===== src/hw/rtl/paeh_pkg.sv =====
// paeh_pkg: types, constants and helper functions shared by the photon
// angle/energy histogram modules. No dependencies.
`default_nettype none
package paeh_pkg;
	localparam int MAX_ENERGY_BINS   = 64;
	localparam int MAX_POLAR_BINS    = 32;
	localparam int MAX_AZIMUTH_BINS  = 32;
	localparam int LOG_FRACTION_BITS = 10;
	localparam int EW = $clog2(MAX_ENERGY_BINS);
	localparam int PW = $clog2(MAX_POLAR_BINS);
	localparam int AW = $clog2(MAX_AZIMUTH_BINS);
	localparam int ADDR_W = EW + PW + AW;
	localparam int DEPTH  = MAX_ENERGY_BINS * MAX_POLAR_BINS * MAX_AZIMUTH_BINS;
	localparam int LOG_STEPS = 16;

	typedef enum logic [2:0] {
		ST_ADDED   = 3'd0,
		ST_E_REJ   = 3'd1,
		ST_P_REJ   = 3'd2,
		ST_A_REJ   = 3'd3,
		ST_READ_OK = 3'd4,
		ST_RD_BAD  = 3'd5
	} status_t;

	typedef enum logic [2:0] {
		CFG_EMIN  = 3'd0,
		CFG_EMAX  = 3'd1,
		CFG_LGMIN = 3'd2,
		CFG_SCALE = 3'd3,
		CFG_EBINS = 3'd4,
		CFG_PBINS = 3'd5,
		CFG_ABINS = 3'd6
	} cfg_idx_t;

	typedef enum logic [3:0] {
		S_CLEAR, S_IDLE, S_CHECK, S_LOG, S_MUL, S_BIN, S_RD, S_RD2, S_UPD, S_OUT
	} state_t;

	// controller -> datapath commands
	typedef struct packed {
		logic load;      // capture input beat
		logic clr_we;    // write zero at clear address
		logic check;     // range checks, log setup
		logic log_step;  // one squaring step
		logic mul;       // energy, angle and weight-count products
		logic bin;       // clamp bins, form address
		logic rd;        // issue memory read
		logic upd;       // saturating add and write back
		logic out_load;  // load output register
	} cmd_t;

	// datapath -> controller status
	typedef struct packed {
		logic clr_done;
		logic is_read;
		logic rejected;
	} sts_t;
endpackage
`default_nettype wire


===== src/hw/rtl/paeh_ctrl.sv =====
// paeh_ctrl: sequencer for clear pass, add and read items.
// Depends on paeh_pkg.
`default_nettype none
module paeh_ctrl (
	input  wire logic            clk,
	input  wire logic            arst_n,
	input  wire logic            in_fire,
	input  wire logic            out_busy,
	input  wire paeh_pkg::sts_t  sts,
	output paeh_pkg::cmd_t       cmd,
	output logic                 in_ready
);
	import paeh_pkg::*;
	state_t state_q, state_d;
	logic [4:0] step_q;

	always_ff @(posedge clk or negedge arst_n) begin
		if (!arst_n) begin
			state_q <= S_CLEAR;
			step_q <= '0;
		end else begin
			state_q <= state_d;
			if (state_q == S_CHECK) step_q <= '0;
			else if (state_q == S_LOG) step_q <= step_q + 5'd1;
		end
	end

	always_comb begin
		state_d = state_q;
		cmd = '0;
		in_ready = 1'b0;
		unique case (state_q)
			S_CLEAR: begin
				cmd.clr_we = 1'b1;
				if (sts.clr_done) state_d = S_IDLE;
			end
			S_IDLE: begin
				in_ready = 1'b1;
				if (in_fire) begin
					cmd.load = 1'b1;
					state_d = S_CHECK;
				end
			end
			S_CHECK: begin
				cmd.check = 1'b1;
				if (sts.is_read) state_d = S_RD;
				else if (sts.rejected) state_d = S_OUT;
				else state_d = S_LOG;
			end
			S_LOG: begin
				cmd.log_step = 1'b1;
				if (step_q == 5'(LOG_STEPS - 1)) state_d = S_MUL;
			end
			S_MUL: begin
				cmd.mul = 1'b1;
				state_d = S_BIN;
			end
			S_BIN: begin
				cmd.bin = 1'b1;
				state_d = S_RD;
			end
			S_RD: begin
				cmd.rd = 1'b1;
				state_d = S_RD2;
			end
			S_RD2: state_d = sts.is_read ? S_OUT : S_UPD;
			S_UPD: begin
				cmd.upd = 1'b1;
				state_d = S_OUT;
			end
			S_OUT: begin
				if (!out_busy) begin
					cmd.out_load = 1'b1;
					state_d = S_IDLE;
				end
			end
			default: state_d = S_IDLE;
		endcase
	end
endmodule
`default_nettype wire


===== config.mk =====
export PLATFORM = sky130hd
export DESIGN_NAME = paeh_ctrl
export DESIGN_NICKNAME = d
export VERILOG_FILES = /design/src/hw/rtl/paeh_pkg.sv /design/src/hw/rtl/paeh_ctrl.sv
export SDC_FILE = /design/constraint.sdc
export NUM_CORES = 1
export LEC_CHECK = 0
export BUFFER_PORTS_ARGS = -buffer_cell sky130_fd_sc_hd__buf_2
export CAP_MARGIN = 10
export CORE_MARGIN = 5
export CORE_UTILIZATION = 43
export DETAILED_ROUTE_END_ITERATION = 12
export PLACE_DENSITY = 0.73
export SLEW_MARGIN = 20
export SYNTH_ARGS = -nofsm -noshare
export SYNTH_HDL_FRONTEND = slang
export SYNTH_SLANG_ARGS = --single-unit

===== constraint.sdc =====
create_clock -name clk -period 1.5 [get_ports clk]
set_input_delay 0.3 -clock clk [delete_from_list [all_inputs] [get_ports clk]]
set_output_delay 0.3 -clock clk [all_outputs]
set_load 0.01 [all_outputs]

==> results by group <==
Outcome
  • Outcome: complete, but fails checks
  • Failing checks: negative setup slack

Power and ir drop
  • Seq pwr share: roughly a fifth
  • Clk network pwr share: 7.4%
  • Total power: 2.590 mW
  • Internal: around 1.5 mW
  • P per Cell Area: roughly 2300 nW/um2
  • Peak supply drop: between 1 and 1.5 mV
  • Logic pwr share: approximately 74%
  • Leakage Power: 0.5390 nW
  • Sw Pwr: 1.049 mW
  • Switching share of power: 40.51%

Finish
  • Syn-to-layout area delta: 101.5%
  • FF+latch area: 230.2 um2
  • Most frequent cells in the layout: 26 x buf_4, 14 x buf_2, 5 x buf_6, 5 x dfrtp_1
  • Antenna diode count: 0
  • Area of the multi-input gates: 445.4 um2
  • # fillers: 54
  • Final Net Count: 125
  • Commonest non-fill, non-tap cell in the layout: buf_4
  • Final Cell Area: about 1100 um2
  • Layout cells sized above 1: 63.48%

Synthesis
  • Mapped Area: about 570 um2
  • Post-synth top area cell: dfrtp_1
  • Sequential area share after synthesis: between 30% and 40%
  • Post-Synthesis Cells: 63
  • Post-synth EDFFs: 0
  • Number of synthesis warnings: 0
  • Synth async-reset ratio: 100.0%
  • Primary FF master, synth: dfrtp_1
  • Area share of the largest cell type after synthesis: 39.74%
  • Avg Inst Size Synth: about 9 um2
  • Syn_nets: 72
  • Synth top area cells: dfrtp_1 40%, nand2b_1 6.6%, ha_1 4.4%
  • Yosys reg bits: 9
  • Yosys cell types: 29

Setup path
  • Slowest CP cell: dfrtp_2
  • Setup crit end kind: output pin
  • Worst Path Arrival: 1.36 ns
  • Startpoint Class: flip-flop
  • CP Max Fanout: 6
  • CP required: between 1 and 1.5 ns
  • Critical path cell sequence: nand2b_1 > nor3_2 > buf_2
  • Critical path class: flip-flop to output pin
  • Critical path's largest stage delay: 0.48 ns

Clock tree
  • # H-tree levels: 1
  • Max Root-Sink Buffers: 2
  • Total CTS buffers: 3
  • # clock sinks: 9
  • CTS tree: built
  • Root buffer cell: clkbuf_4
  • Reg clk slew, reported paths: 0.07 ns
  • Clock Latency Late Sink: 0.27 ns

GRT
  • Global-route wire length before repair: about 3.5 mm
  • Number of global-route vias before repair: just over 700
  • Total grt overflow: 0
  • Largest net degree at the start of global routing: 10
  • GRT Total Usage: 23.46%
  • Initial antenna violation count: 0

Drt
  • Final ANT Viol Nets: 0
  • WL final: 2.666 mm
  • Via density: about 6
  • DRT Pass-1 Iters: 4
  • Drc violations: 0
  • Wire per inst: ~20 um
  • Vias: 782
  • DRT iter0 DRCs: 25

Flow run
  • Max cap viols: 0

Die
  • Die ar.: 2144 um2
  • FP Rows: 13
  • Effective utilization at floorplan: 44.67%
  • Die H: 46.31 um
  • Die X: 46.31 um
  • Placeable Area: 1269 um2
  • Ports: 17

Timing
  • Setup ws final: -0.1614 ns
  • Slew Viols, Final: 0
  • Max Freq: between 600 and 700 MHz
  • Worst slew pin tran: roughly 0.38 ns
  • Final min period: 1.661 ns
  • Slew Limit Headroom: 74.55%
  • Setup Skew: 0.01047 ns
  • Endpoints failing hold: 0
  • Final setup vio count: 13
  • Fin crit share: 110.8%
  • RSZ-0062 raised after global routing: true

Placed design
  • Final GP Congestion: 0.7298
  • PortBufs: 16
  • DP HPWL: 962.4 um
  • Placement Cell Area: 718.2 um2

Worst hold path
  • Worst min-delay path category: input pin to flip-flop
## layout make-up
cell class	count	area share [%]
multi-input cells	48	38.99
repair buffers	51	35.93
flip-flops and latches	9	20.15
clock buffers	4	2.300
well taps	15	1.643
inverters	3	0.9858
## cells by family after synthesis
kind of cell	after synthesis	synth area share, %
compound gates	13	15.23
xor+xnor	1	1.546
fa+ha+maj	2	4.414
buf+inv	6	4.194
flops	9	39.74
mux	1	1.766
simple gates	31	33.11
## flip-flops by register name, indices dropped and copies added (netlist names)
name,flops
state_q,4
step_q,5
## final timing paths
check | start | to | slack [ns] | depth (start not counted)
max | state_q[2] | cmd[0] | -0.16 | 3
min | sts[2] | state_q[0] | 0.32 | 3
max reg2reg | state_q[0] | state_q[1] | -0.08 | 6
min reg2reg | step_q[4] | step_q[4] | 0.55 | 2
max in group asynchronous | arst_n | state_q[0] | 0.86 | 2
min in group asynchronous | arst_n | step_q[4] | 0.42 | 2
## power by group through the flow
stage / Sequential, mW / Clock [mW] / Combinational, mW
2_1_floorplan: 0.410 / 0 / 0.536
5_1_grt: 0.490 / 0.206 / 2.01
6_report: 0.483 / 0.192 / 1.91
4_1_cts: 0.475 / 0.189 / 1.35
3_3_place_gp: 0.487 / 0 / 0.785
3_5_place_dp: 0.482 / 0 / 0.787
## metrics by stage
stage	hold slack [ns]	std cells	util (%)	TNS [ns]	setup WS, ns
after floorplan	0.004409	63	-	0	0.001231
after CTS	0.3016	121	78.80	-0.4751	-0.09141
after global routing	0.3196	130	90.04	-1.919	-0.1856
after global placement	0.1588	99	56.61	-0.06682	-0.02790
final	0.3225	130	90.04	-1.310	-0.1614
after detailed placement	0.1603	99	56.61	-0.2428	-0.09760
## metal layers
metal  up-vias  track usage (%)  part of all wire, %
met3         6            6.641                  8.3
met5         -                0                    0
met2        56            37.91                   51
li1        337                -                    -
met1       383            29.43                   40
met4         0            8.523                  1.4
## Yosys cell counts, types with 2 or more instances
cell and n:
clkbuf_1 2, dfrtp_1 9, and3_1 2, nor2_1 2, ha_1 2, nand2b_1 6, o21ai_0 5, nand3_1 2
a22o_1 2, nor2b_1 2, nand2_1 3, nor4_1 3, inv_1 3, nor3_1 5
## worst max-delay path, delay by kind of cell (launching register included)
kind | cells | cell delay, ns
flip-flops | 1 | 0.48
AND/OR/NAND/NOR | 2 | 0.46
buffers and inverters | 1 | 0.16
## timing repair
| item | 4_1_cts | 5_1_grt |
|---|---|---|
| hold endpoints to repair | 9 | 0 |
| setup buffers | 17 | 9 |
| hold buffers | 1 | 0 |
| pin swaps | 4 | 3 |
| setup endpoints to repair | 13 | 18 |
| resized for setup | 20 | 12 |
Power figures use the tool's default switching activity.
